### config.mk
export PLATFORM = sky130hd
export DESIGN_NAME = publish_ack_handshake_flat
export DESIGN_NICKNAME = d
export VERILOG_FILES = /design/src/hdl/pah_pkg.sv /design/src/hdl/pah_evt_if.sv /design/src/hdl/pah_res_if.sv /design/src/hdl/publish_ack_handshake.sv /design/src/flat_wrapper.sv
export SDC_FILE = /design/constraint.sdc
export NUM_CORES = 1
export LEC_CHECK = 0
export ABC_CLOCK_PERIOD_IN_PS = 6200
export BUFFER_PORTS_ARGS = -buffer_cell sky130_fd_sc_hd__buf_2
export CAP_MARGIN = 20
export CORE_UTILIZATION = 45
export DETAILED_ROUTE_END_ITERATION = 8
export GPL_ROUTABILITY_DRIVEN = 0
export GPL_TIMING_DRIVEN = 1
export HOLD_SLACK_MARGIN = 0.02
export MAX_ROUTING_LAYER = met4
export PLACE_DENSITY = 0.65
export SLEW_MARGIN = 20
export SYNTH_ARGS = -nofsm -noshare
export SYNTH_HDL_FRONTEND = slang
export SYNTH_SLANG_ARGS = --single-unit
### constraint.sdc
create_clock -name clk_i -period 6.2 [get_ports clk_i]
set_clock_uncertainty 0.2 [all_clocks]
set_input_delay 1.86 -clock clk_i [delete_from_list [all_inputs] [get_ports clk_i]]
set_output_delay 1.86 -clock clk_i [all_outputs]
set_load 0.05 [all_outputs]
### src/hdl/pah_pkg.sv
// Package for the publish acknowledgement handshake block.
// Holds the event, transmit, status and register codes, widths and the result type.
// Depends on nothing; every other file of the block imports it.
package pah_pkg;

  // Width of the transmission counter.
  localparam int unsigned AttemptWidth = 8;
  localparam int unsigned LimitWidth   = 8;
  localparam int unsigned CmpWidth     = (AttemptWidth > LimitWidth) ? AttemptWidth : LimitWidth;
  localparam logic [AttemptWidth-1:0] CntMax = {AttemptWidth{1'b1}};

  localparam int unsigned PidWidth    = 16;
  localparam int unsigned ReasonWidth = 8;
  localparam int unsigned CfgIdxWidth = 2;
  localparam int unsigned CfgWidth    = 8;

  // Reason codes at or above this value are failures.
  localparam logic [ReasonWidth-1:0] ReasonFail = 8'h80;

  typedef enum logic [2:0] {
    KIND_START    = 3'd0,
    KIND_ACK      = 3'd1,
    KIND_RECACK   = 3'd2,
    KIND_COMPACK  = 3'd3,
    KIND_TIMEOUT  = 3'd4,
    KIND_CANCEL   = 3'd5
  } kind_e;

  typedef enum logic [1:0] {
    TX_NONE    = 2'd0,
    TX_PUBLISH = 2'd1,
    TX_DUP     = 2'd2,
    TX_RELEASE = 2'd3
  } tx_kind_e;

  typedef enum logic [2:0] {
    ST_PENDING  = 3'd0,
    ST_COMPLETE = 3'd1,
    ST_PROTO    = 3'd2,
    ST_TIMEOUT  = 3'd3,
    ST_INTERNAL = 3'd4,
    ST_REJECTED = 3'd5
  } status_e;

  typedef enum logic [1:0] {
    REG_QOS          = 2'd0,
    REG_ATTEMPT      = 2'd1,
    REG_PROBLEM_INFO = 2'd2,
    REG_ALIAS        = 2'd3
  } cfg_reg_e;

  // QoS codes.
  localparam logic [1:0] Qos0 = 2'd0;
  localparam logic [1:0] Qos1 = 2'd1;
  localparam logic [1:0] Qos2 = 2'd2;
  localparam logic [1:0] Qos3 = 2'd3;

  typedef struct packed {
    tx_kind_e               tx_kind;
    logic [PidWidth-1:0]    tx_packet_id;
    logic                   finished;
    logic                   report;
    status_e                status;
    logic                   response_valid;
    logic [ReasonWidth-1:0] response_reason;
    logic                   disconnect;
    logic                   confirm_alias;
    logic                   timer_restart;
  } result_t;

endpackage

### src/hdl/pah_evt_if.sv
// Event channel of the publish acknowledgement handshake block.
// Carries valid, ready and one event item; depends on pah_pkg.
interface pah_evt_if;
  import pah_pkg::*;

  logic                   valid;
  logic                   ready;
  logic [2:0]             kind;
  logic [PidWidth-1:0]    packet_id;
  logic                   reason_present;
  logic [ReasonWidth-1:0] reason_code;
  logic                   props_error;
  logic                   has_reason_text;
  logic                   has_user_props;
  logic                   link_ready;

  modport source (
    output valid, kind, packet_id, reason_present, reason_code, props_error,
           has_reason_text, has_user_props, link_ready,
    input  ready
  );

  modport sink (
    input  valid, kind, packet_id, reason_present, reason_code, props_error,
           has_reason_text, has_user_props, link_ready,
    output ready
  );
endinterface

### src/hdl/pah_res_if.sv
// Result channel of the publish acknowledgement handshake block.
// Carries valid, ready and one result item; depends on pah_pkg.
interface pah_res_if;
  import pah_pkg::*;

  logic                   valid;
  logic                   ready;
  logic [1:0]             tx_kind;
  logic [PidWidth-1:0]    tx_packet_id;
  logic                   finished;
  logic                   report;
  logic [2:0]             status;
  logic                   response_valid;
  logic [ReasonWidth-1:0] response_reason;
  logic                   disconnect;
  logic                   confirm_alias;
  logic                   timer_restart;

  modport source (
    output valid, tx_kind, tx_packet_id, finished, report, status, response_valid,
           response_reason, disconnect, confirm_alias, timer_restart,
    input  ready
  );

  modport sink (
    input  valid, tx_kind, tx_packet_id, finished, report, status, response_valid,
           response_reason, disconnect, confirm_alias, timer_restart,
    output ready
  );
endinterface

### src/hdl/publish_ack_handshake.sv
// Top level of the publish acknowledgement handshake block (sender side).
// Depends on pah_pkg, pah_evt_if and pah_res_if.

// The block runs the sender side of a QoS 0, 1 or 2 publish exchange. Every event item
// accepted on evt_i gives exactly one result item on res_o. Events flow at one item per
// clock cycle while res_o takes the results: an item is captured in an input register,
// decoded by one level of compares and counter updates against the exchange state, and
// the result lands in an output register, from which res_o offers it. The input register
// empties whenever the output register is free or being drained, so a waiting result
// holds back the next event only once the input register is full as well. Configuration
// is written through cfg_we_i, cfg_idx_i and cfg_data_i and is meant to be changed only
// while no event is in flight; the QoS level is read live by every event.
module publish_ack_handshake (
  input  logic                               clk_i,
  input  logic                               rst_ni,
  pah_evt_if.sink                            evt_i,
  pah_res_if.source                          res_o,
  input  logic                               cfg_we_i,
  input  logic [pah_pkg::CfgIdxWidth-1:0]    cfg_idx_i,
  input  logic [pah_pkg::CfgWidth-1:0]       cfg_data_i
);
  import pah_pkg::*;

  // Configuration registers.
  logic [1:0]            qos_q;
  logic [LimitWidth-1:0] limit_q;
  logic                  pia_q;
  logic                  alias_q;

  // Input register.
  logic                   in_valid_q;
  logic [2:0]             in_kind_q;
  logic [PidWidth-1:0]    in_pid_q;
  logic                   in_rp_q;
  logic [ReasonWidth-1:0] in_rc_q;
  logic                   in_perr_q;
  logic                   in_text_q;
  logic                   in_user_q;
  logic                   in_link_q;

  // Exchange state.
  logic                    busy_q, busy_d;
  logic                    gra_q, gra_d;
  logic [AttemptWidth-1:0] sends_q, sends_d;
  logic [PidWidth-1:0]     held_pid_q, held_pid_d;
  logic [ReasonWidth-1:0]  held_reason_q, held_reason_d;

  // Result register.
  logic    res_valid_q;
  result_t res_q, res_d;

  logic in_accept;
  logic proc_fire;

  // An item moves from the input register to the result register when the latter is
  // empty or its item is being taken in the same cycle.
  assign proc_fire  = in_valid_q && (!res_valid_q || res_o.ready);
  assign evt_i.ready = !in_valid_q || proc_fire;
  assign in_accept  = evt_i.valid && evt_i.ready;

  always_ff @(posedge clk_i or negedge rst_ni) begin
    if (!rst_ni) begin
      qos_q   <= Qos0;
      limit_q <= LimitWidth'(2);
      pia_q   <= 1'b1;
      alias_q <= 1'b0;
    end else if (cfg_we_i) begin
      unique case (cfg_reg_e'(cfg_idx_i))
        REG_QOS:          qos_q   <= cfg_data_i[1:0];
        REG_ATTEMPT:      limit_q <= cfg_data_i[LimitWidth-1:0];
        REG_PROBLEM_INFO: pia_q   <= cfg_data_i[0];
        REG_ALIAS:        alias_q <= cfg_data_i[0];
        default: begin
        end
      endcase
    end
  end

  always_ff @(posedge clk_i or negedge rst_ni) begin
    if (!rst_ni) begin
      in_valid_q <= 1'b0;
    end else if (in_accept) begin
      in_valid_q <= 1'b1;
    end else if (proc_fire) begin
      in_valid_q <= 1'b0;
    end
  end

  always_ff @(posedge clk_i) begin
    if (in_accept) begin
      in_kind_q <= evt_i.kind;
      in_pid_q  <= evt_i.packet_id;
      in_rp_q   <= evt_i.reason_present;
      in_rc_q   <= evt_i.reason_code;
      in_perr_q <= evt_i.props_error;
      in_text_q <= evt_i.has_reason_text;
      in_user_q <= evt_i.has_user_props;
      in_link_q <= evt_i.link_ready;
    end
  end

  // Event decode. Every path ends in one result and one state update.
  logic [ReasonWidth-1:0] reason;
  logic                   props_bad;
  logic                   pid_match;
  logic                   rc_fail;
  logic                   limit_hit;
  logic [PidWidth-1:0]    start_pid;

  assign reason    = in_rp_q ? in_rc_q : '0;
  assign props_bad = in_perr_q || (!pia_q && (in_text_q || in_user_q));
  assign pid_match = (in_pid_q == held_pid_q);
  assign rc_fail   = (in_rc_q >= ReasonFail);
  assign limit_hit = (CmpWidth'(limit_q) <= CmpWidth'(sends_q));
  assign start_pid = (qos_q != Qos0) ? in_pid_q : '0;

  always_comb begin
    res_d         = '0;
    busy_d        = busy_q;
    gra_d         = gra_q;
    sends_d       = sends_q;
    held_pid_d    = held_pid_q;
    held_reason_d = held_reason_q;

    case (kind_e'(in_kind_q))
      KIND_START: begin
        if (busy_q) begin
          res_d.status = ST_REJECTED;
        end else if (qos_q == Qos3 || !in_link_q) begin
          res_d.finished = 1'b1;
          res_d.status   = ST_REJECTED;
        end else begin
          gra_d              = 1'b0;
          held_reason_d      = '0;
          held_pid_d         = start_pid;
          sends_d            = AttemptWidth'(1);
          res_d.tx_kind      = TX_PUBLISH;
          res_d.tx_packet_id = start_pid;
          if (qos_q == Qos0) begin
            // At QoS 0 the exchange completes without a response reason.
            res_d.finished = 1'b1;
            res_d.report   = 1'b1;
            res_d.status   = ST_COMPLETE;
          end else begin
            busy_d              = 1'b1;
            res_d.timer_restart = 1'b1;
          end
        end
      end

      KIND_ACK: begin
        if (busy_q && pid_match) begin
          busy_d         = 1'b0;
          res_d.finished = 1'b1;
          res_d.report   = 1'b1;
          if (qos_q != Qos1) begin
            res_d.status     = ST_PROTO;
            res_d.disconnect = 1'b1;
          end else begin
            // The alias is confirmed by a good reason even when the properties fail.
            res_d.confirm_alias = alias_q && (reason < ReasonFail);
            if (props_bad) begin
              res_d.status     = ST_PROTO;
              res_d.disconnect = 1'b1;
            end else begin
              res_d.status          = ST_COMPLETE;
              res_d.response_valid  = 1'b1;
              res_d.response_reason = reason;
            end
          end
        end
      end

      KIND_RECACK: begin
        if (busy_q && pid_match) begin
          if (qos_q != Qos2 || gra_q || props_bad) begin
            busy_d           = 1'b0;
            res_d.finished   = 1'b1;
            res_d.report     = 1'b1;
            res_d.status     = ST_PROTO;
            res_d.disconnect = 1'b1;
          end else if (in_rp_q && rc_fail) begin
            busy_d                = 1'b0;
            res_d.finished        = 1'b1;
            res_d.report          = 1'b1;
            res_d.status          = ST_COMPLETE;
            res_d.response_valid  = 1'b1;
            res_d.response_reason = in_rc_q;
          end else begin
            res_d.confirm_alias = alias_q;
            gra_d               = 1'b1;
            // The release restarts the transmission count.
            if (!in_link_q) begin
              sends_d        = '0;
              busy_d         = 1'b0;
              res_d.finished = 1'b1;
              res_d.report   = 1'b1;
              res_d.status   = ST_INTERNAL;
            end else begin
              sends_d             = AttemptWidth'(1);
              held_reason_d       = reason;
              res_d.tx_kind       = TX_RELEASE;
              res_d.tx_packet_id  = held_pid_q;
              res_d.timer_restart = 1'b1;
            end
          end
        end
      end

      KIND_COMPACK: begin
        if (busy_q && pid_match) begin
          busy_d         = 1'b0;
          res_d.finished = 1'b1;
          res_d.report   = 1'b1;
          if (qos_q != Qos2 || !gra_q || props_bad) begin
            res_d.status     = ST_PROTO;
            res_d.disconnect = 1'b1;
          end else begin
            // A zero or absent reason falls back to the one kept from the receive-ack.
            res_d.status          = ST_COMPLETE;
            res_d.response_valid  = 1'b1;
            res_d.response_reason = (in_rp_q && in_rc_q != '0) ? in_rc_q : held_reason_q;
          end
        end
      end

      KIND_TIMEOUT: begin
        if (busy_q) begin
          if (limit_hit) begin
            busy_d         = 1'b0;
            res_d.finished = 1'b1;
            res_d.report   = 1'b1;
            res_d.status   = ST_TIMEOUT;
          end else if (!in_link_q) begin
            busy_d         = 1'b0;
            res_d.finished = 1'b1;
            res_d.report   = 1'b1;
            res_d.status   = ST_INTERNAL;
          end else begin
            sends_d             = (sends_q == CntMax) ? sends_q : sends_q + 1'b1;
            res_d.tx_kind       = gra_q ? TX_RELEASE : TX_DUP;
            res_d.tx_packet_id  = held_pid_q;
            res_d.timer_restart = 1'b1;
          end
        end
      end

      KIND_CANCEL: begin
        if (busy_q) begin
          busy_d         = 1'b0;
          res_d.finished = 1'b1;
        end
      end

      default: begin
      end
    endcase
  end

  always_ff @(posedge clk_i or negedge rst_ni) begin
    if (!rst_ni) begin
      busy_q        <= 1'b0;
      gra_q         <= 1'b0;
      sends_q       <= '0;
      held_pid_q    <= '0;
      held_reason_q <= '0;
    end else if (proc_fire) begin
      busy_q        <= busy_d;
      gra_q         <= gra_d;
      sends_q       <= sends_d;
      held_pid_q    <= held_pid_d;
      held_reason_q <= held_reason_d;
    end
  end

  always_ff @(posedge clk_i or negedge rst_ni) begin
    if (!rst_ni) begin
      res_valid_q <= 1'b0;
    end else if (proc_fire) begin
      res_valid_q <= 1'b1;
    end else if (res_o.ready) begin
      res_valid_q <= 1'b0;
    end
  end

  always_ff @(posedge clk_i) begin
    if (proc_fire) begin
      res_q <= res_d;
    end
  end

  assign res_o.valid           = res_valid_q;
  assign res_o.tx_kind         = res_q.tx_kind;
  assign res_o.tx_packet_id    = res_q.tx_packet_id;
  assign res_o.finished        = res_q.finished;
  assign res_o.report          = res_q.report;
  assign res_o.status          = res_q.status;
  assign res_o.response_valid  = res_q.response_valid;
  assign res_o.response_reason = res_q.response_reason;
  assign res_o.disconnect      = res_q.disconnect;
  assign res_o.confirm_alias   = res_q.confirm_alias;
  assign res_o.timer_restart   = res_q.timer_restart;

  // A finishing result always leaves the block idle.
  assert property (@(posedge clk_i) disable iff (!rst_ni)
    proc_fire && res_d.finished |=> !busy_q)
    else $error("block still busy after a finishing result");

  // A response reason is only offered with a reported completion.
  assert property (@(posedge clk_i) disable iff (!rst_ni)
    res_valid_q && res_q.response_valid |-> res_q.report && res_q.status == ST_COMPLETE)
    else $error("response reason without reported completion");

  // The response timer restarts only when something was transmitted.
  assert property (@(posedge clk_i) disable iff (!rst_ni)
    res_valid_q && res_q.timer_restart |-> res_q.tx_kind != TX_NONE && !res_q.finished)
    else $error("timer restart without a transmit");

endmodule

### src/flat_wrapper.sv
// flat-port wrapper written by rule: the top's interface ports become plain ports
module publish_ack_handshake_flat import pah_pkg::*;
  (clk_i, rst_ni, cfg_we_i, cfg_idx_i, cfg_data_i, evt_i_valid, evt_i_kind, evt_i_packet_id, evt_i_reason_present, evt_i_reason_code, evt_i_props_error, evt_i_has_reason_text, evt_i_has_user_props, evt_i_link_ready, evt_i_ready, res_o_valid, res_o_tx_kind, res_o_tx_packet_id, res_o_finished, res_o_report, res_o_status, res_o_response_valid, res_o_response_reason, res_o_disconnect, res_o_confirm_alias, res_o_timer_restart, res_o_ready);
  pah_evt_if evt_i_i ();
  pah_res_if res_o_i ();
  input  logic clk_i;
  input  logic rst_ni;
  input  logic cfg_we_i;
  input  logic [pah_pkg::CfgIdxWidth-1:0] cfg_idx_i;
  input  logic [pah_pkg::CfgWidth-1:0] cfg_data_i;
  input wire logic [$bits(evt_i_i.valid)-1:0] evt_i_valid;
  input wire logic [$bits(evt_i_i.kind)-1:0] evt_i_kind;
  input wire logic [$bits(evt_i_i.packet_id)-1:0] evt_i_packet_id;
  input wire logic [$bits(evt_i_i.reason_present)-1:0] evt_i_reason_present;
  input wire logic [$bits(evt_i_i.reason_code)-1:0] evt_i_reason_code;
  input wire logic [$bits(evt_i_i.props_error)-1:0] evt_i_props_error;
  input wire logic [$bits(evt_i_i.has_reason_text)-1:0] evt_i_has_reason_text;
  input wire logic [$bits(evt_i_i.has_user_props)-1:0] evt_i_has_user_props;
  input wire logic [$bits(evt_i_i.link_ready)-1:0] evt_i_link_ready;
  output wire logic [$bits(evt_i_i.ready)-1:0] evt_i_ready;
  output wire logic [$bits(res_o_i.valid)-1:0] res_o_valid;
  output wire logic [$bits(res_o_i.tx_kind)-1:0] res_o_tx_kind;
  output wire logic [$bits(res_o_i.tx_packet_id)-1:0] res_o_tx_packet_id;
  output wire logic [$bits(res_o_i.finished)-1:0] res_o_finished;
  output wire logic [$bits(res_o_i.report)-1:0] res_o_report;
  output wire logic [$bits(res_o_i.status)-1:0] res_o_status;
  output wire logic [$bits(res_o_i.response_valid)-1:0] res_o_response_valid;
  output wire logic [$bits(res_o_i.response_reason)-1:0] res_o_response_reason;
  output wire logic [$bits(res_o_i.disconnect)-1:0] res_o_disconnect;
  output wire logic [$bits(res_o_i.confirm_alias)-1:0] res_o_confirm_alias;
  output wire logic [$bits(res_o_i.timer_restart)-1:0] res_o_timer_restart;
  input wire logic [$bits(res_o_i.ready)-1:0] res_o_ready;
  assign evt_i_i.valid = evt_i_valid;
  assign evt_i_i.kind = evt_i_kind;
  assign evt_i_i.packet_id = evt_i_packet_id;
  assign evt_i_i.reason_present = evt_i_reason_present;
  assign evt_i_i.reason_code = evt_i_reason_code;
  assign evt_i_i.props_error = evt_i_props_error;
  assign evt_i_i.has_reason_text = evt_i_has_reason_text;
  assign evt_i_i.has_user_props = evt_i_has_user_props;
  assign evt_i_i.link_ready = evt_i_link_ready;
  assign evt_i_ready = evt_i_i.ready;
  assign res_o_valid = res_o_i.valid;
  assign res_o_tx_kind = res_o_i.tx_kind;
  assign res_o_tx_packet_id = res_o_i.tx_packet_id;
  assign res_o_finished = res_o_i.finished;
  assign res_o_report = res_o_i.report;
  assign res_o_status = res_o_i.status;
  assign res_o_response_valid = res_o_i.response_valid;
  assign res_o_response_reason = res_o_i.response_reason;
  assign res_o_disconnect = res_o_i.disconnect;
  assign res_o_confirm_alias = res_o_i.confirm_alias;
  assign res_o_timer_restart = res_o_i.timer_restart;
  assign res_o_i.ready = res_o_ready;
  publish_ack_handshake u_core (.clk_i(clk_i), .rst_ni(rst_ni), .evt_i(evt_i_i), .res_o(res_o_i), .cfg_we_i(cfg_we_i), .cfg_idx_i(cfg_idx_i), .cfg_data_i(cfg_data_i));
endmodule
After elaboration in Yosys (flattened, before gate mapping). Cells that the tools add are included. W data, S select, Z words.

Bits of input ports: 47. Memory bits (read-only): 0. Register bits: 115. Logic and storage cells: 188. Bits in latches: 0. Bits in writable memories: 0. Output and inout bits: 37. Memories kept: 0.

Reductions and logical operators: 41. Order comparisons: 3. Div/mod/pow operators: 0. Shift operators: 0. $add $sub $neg: 1. Bitwise logic cells: 2. Multiply operators: 0. Equality and inequality tests: 25. Muxes and demuxes: 87.

Operator list (count): $mux W8 (17); $mux W18 (5); $pmux W18 S3 (1); $mux W9 (5); $mux W35 (1); $mux W16 (2); $mux W1 (31); $pmux W10 S3 (1); $mux W5 (5); $pmux W8 S3 (1); $mux W23 (1); $mux W20 (1); $pmux W4 S5 (1); $mux W17 (1); $eq A16 B16 Y1 (1); $pmux W8 S2 (1); $mux W15 (1); $ne A2 B2 Y1 const B (7); $ne A2 B1 Y1 const B (6); $reduce_and A11 Y1 (1); $logic_or A1 B1 Y1 (9); $mux W3 (3); $add A8 B1 Y8 const B (1); $eq A8 B8 Y1 const B (1); other kinds (29) (55).

Longest topological paths before layout.
Word-level depth: 7. Gate-level depth with buffers: 9. Mapped depth without buffers: 8.

Worst setup path after synthesis. No wires, ideal clock.

Path kind: input port to flip-flop. Start: input port res_o_ready. End: register u_core.held_reason_q[0]. Setup slack: 1.601 ns. Cell stages on the path: 6. Data required time: 5.879 ns. Buffers on the path: 1. Arrival time: 4.278 ns. Library setup time: 0.121 ns. Cells stage by stage: nand2b_1 -> and2_1 -> clkbuf_1 -> o211ai_1 -> o31a_4 -> a22o_1.

Longest elaborated chain between the ends: 3.

RTL lines: from (decl) (line flat_wrapper.sv:32) `input wire logic [$bits(res_o_i.ready)-1:0] res_o_ready;`; $logic_or A1 B1 Y1 (line publish_ack_handshake.sv:57) `assign proc_fire = in_valid_q && (!res_valid_q || res_o.ready);`; $logic_and A1 B1 Y1 (line publish_ack_handshake.sv:57); via u_core.proc_fire (line publish_ack_handshake.sv:53) `logic proc_fire;`; $reduce_and A8 Y1 (no source line); to (signal assigned) (line publish_ack_handshake.sv:272) `held_reason_q <= held_reason_d;`; to (decl) (line publish_ack_handshake.sv:46) `logic [ReasonWidth-1:0] held_reason_q, held_reason_d;`.

The timed path passes the listed nets, and every way through them passes these cells. A chain may end at the register's enable or synchronous reset.

Final worst setup path.
Start: input port res_o_ready. End: output port evt_i_ready.

Longest elaborated chain between the ends: 3.

RTL lines: $logic_or A1 B1 Y1 (line publish_ack_handshake.sv:57); $logic_and A1 B1 Y1 (line publish_ack_handshake.sv:57); $logic_or A1 B1 Y1 (line publish_ack_handshake.sv:58) `assign evt_i.ready = !in_valid_q || proc_fire;`; to (decl) (line flat_wrapper.sv:20) `output wire logic [$bits(evt_i_i.ready)-1:0] evt_i_ready;`.

No other way between the ends.

==> metrics.txt <==
status completed; RSZ-0062 raised after global routing no; routed wire length 11100 microns; Tmin final 4430 ps; fmax 225 MHz; WS Path Type in -> out; Post-Synthesis Cells 428; PwrDens 367 mW/mm^2; I/O Pins 84; Slew Limit Fails 0; Area Growth Syn to Fin 21.0%; vias in the first global route 3751; Clock Tree Buf Depth 2; num rows 39; worst vdd ir 0.323 mV; RR Startpoint u_core.res_o.valid; max-cap viol count 0; Die X 110 microns; TritonCTS clock tree yes; multiplexer area fraction after synthesis 0.0274; Starting DRT DRC Count 214; WL/cell 16.6 microns; worst-path maximum fanout 3; Hold Buf Count CTS 0; first-pass GRT wire length 18600 microns; Compound-Gate Fraction of Synth Area 0.146; largest net degree at the start of global routing 49; Initial Utilization 0.463; Net Count, Synth 484; Placed Area 0.00583 sq mm; ANT cells 0; crit path from res_o_ready; post-synthesis sequential area ratio 0.608; Place WS 1770 ps; H-tree levels 4; initial antenna violation count 0; post-route ant nets 0; Final Hold Vio Count 0; Final Cycle Share 0.715; DR vias 3711; Simple-Gate Fraction of Synth Area 0.145; largest family of logic cells by synthesized area compound AO/OA/AOI/OAI gates; clock-pin transition on the worst setup and hold timing paths 50 ps; Setup Fix Bufs, Post-CTS 0; Critical Path Start Type primary input; Lkg Pwr 2.67 nW; total congestion overflow 0; CTS resizes 0; CP arrival 2370 ps; Final WS setup 1770 ps; worst min path class reg -> reg; clk sinks 115; worst-skew pair later-pin latency 420 ps; DIE AREA 0.0122 sq mm; post-DR vias/cell 5.51; adder-cell share of the synthesized area 0.0213; core area 0.0114 sq mm; Setup TNS 0 ps; FILL cells 953; cts bufs inserted 17; Initial DRT Pass Iterations 5; Critical Path RT 4140 ps; Port Buffer Count 83; Top FF cell, synth edfxtp_1; Final HPWL DP 7480 microns; post-synthesis cell type count 62; worst reg2reg path depth 5; post-synth design cell area 0.00529 sq mm; Final Instance Area 0.00640 sq mm; Slew HR 0.356; most frequent cells in the layout buf_2, edfxtp_1, nand2_1; Total GRT Usage 0.204; Final nets 573; final routed DRC violation total 0; root buf cell clkbuf_16; commonest non-fill, non-tap cell in the layout buf_2; area of the multi-input gates 0.00195 sq mm; Die H 110 microns; worst-margin pin slew 967 ps; post-synthesis xor/xnor area fraction 0.0282; Post-synth EDFFs 67; Async SR Flop Fraction 0.417; register area 0.00322 sq mm; hold_sp u_core.sends_q[5]; #FFs+latches synth 115; Setup violations, final 0; mean post-synth cell area 12.4 sq um; share of layout cells above drive strength 1 0.281; Crit. End Element output pin; WHS Path Cells 1; Yosys warning count 0
[metal layers]
metal / vias up / share of wire / GRT usage
li1: 1781 / - / -
met1: 1805 / 0.43 / 0.235
met2: 109 / 0.50 / 0.333
met3: 16 / 0.050 / 0.0604
met4: 0 / 0.018 / 0.0836
met5: - / 0 / -
[cell families after synthesis]
logic type      Yosys count
compound gates          106
xor+xnor                 17
fa+ha+maj                 9
buf+inv                  29
flops                   115
mux                      13
simple gates            139
[per-stage QoR]
step                      utilization  hold slack (ps)  total power [mW]  instances
after global routing            0.561              309              2.47        673
after detailed placement        0.510              280              1.43        641
after floorplan                     -              245              1.31        428
after CTS                       0.560              292              2.37        673
after global placement          0.510              269              1.41        641
final                           0.561              293              2.35        673
[worst paths after layout]
path	endpoint	slack, ps
max in group asynchronous	u_core.held_reason_q[6]	4080
min reg2reg	u_core.sends_q[5]	290
max	evt_i_ready	1770
min in group asynchronous	u_core.res_o.valid	1270
max reg2reg	u_core.held_reason_q[2]	3420
min	u_core.sends_q[5]	290
[power by group]
group          leakage (nW)  switching, mW  internal, mW
Combinational          1.14          0.262         0.149
Clock                 0.274          0.343         0.591
Sequential             1.26         0.0874         0.919
Total                  2.67          0.692          1.66
[registers in the layout (all words and copies together) (netlist names), 3 cells and up]
register / flops
u_core.held_pid_q: 16
u_core.in_pid_q: 16
u_core.res_o.tx_packet_id: 16
u_core.held_reason_q: 8
u_core.in_rc_q: 8
u_core.limit_q: 8
u_core.res_o.response_reason: 8
u_core.sends_q: 8
u_core.in_kind_q: 3
u_core.res_o.status: 3
[worst max-delay path, stage by stage]
cell and delay, ps:
buf_2 100, nand3b_1 180, buf_2 230
[cell usage after synthesis (5+ instances only)]
cell | instances | area share
a21oi_1 | 8 | 0.0076
mux2_2 | 12 | 0.026
ha_1 | 9 | 0.021
o21ai_0 | 28 | 0.026
clkbuf_1 | 7 | 0.0050
dfrtp_1 | 46 | 0.22
nor3b_1 | 5 | 0.0071
inv_1 | 14 | 0.0099
a22o_1 | 28 | 0.046
nand3_1 | 10 | 0.0095
nor2_1 | 18 | 0.013
edfxtp_1 | 67 | 0.38
and2_1 | 8 | 0.0095
o211ai_1 | 10 | 0.014
xor2_1 | 13 | 0.022
nand2_1 | 51 | 0.036
or2_2 | 5 | 0.0059
or3_1 | 7 | 0.0083
[final cells by class]
class,count,share of cell area
Timing Repair Buffer,85,0.0676
Clock buffer,20,0.0682
Tap cell,143,0.0280
Inverter,14,0.00821
Multi-Input combinational cell,284,0.305
Sequential cell,115,0.502
Clock inverter,12,0.0209
Power figures use the tool's default switching activity.
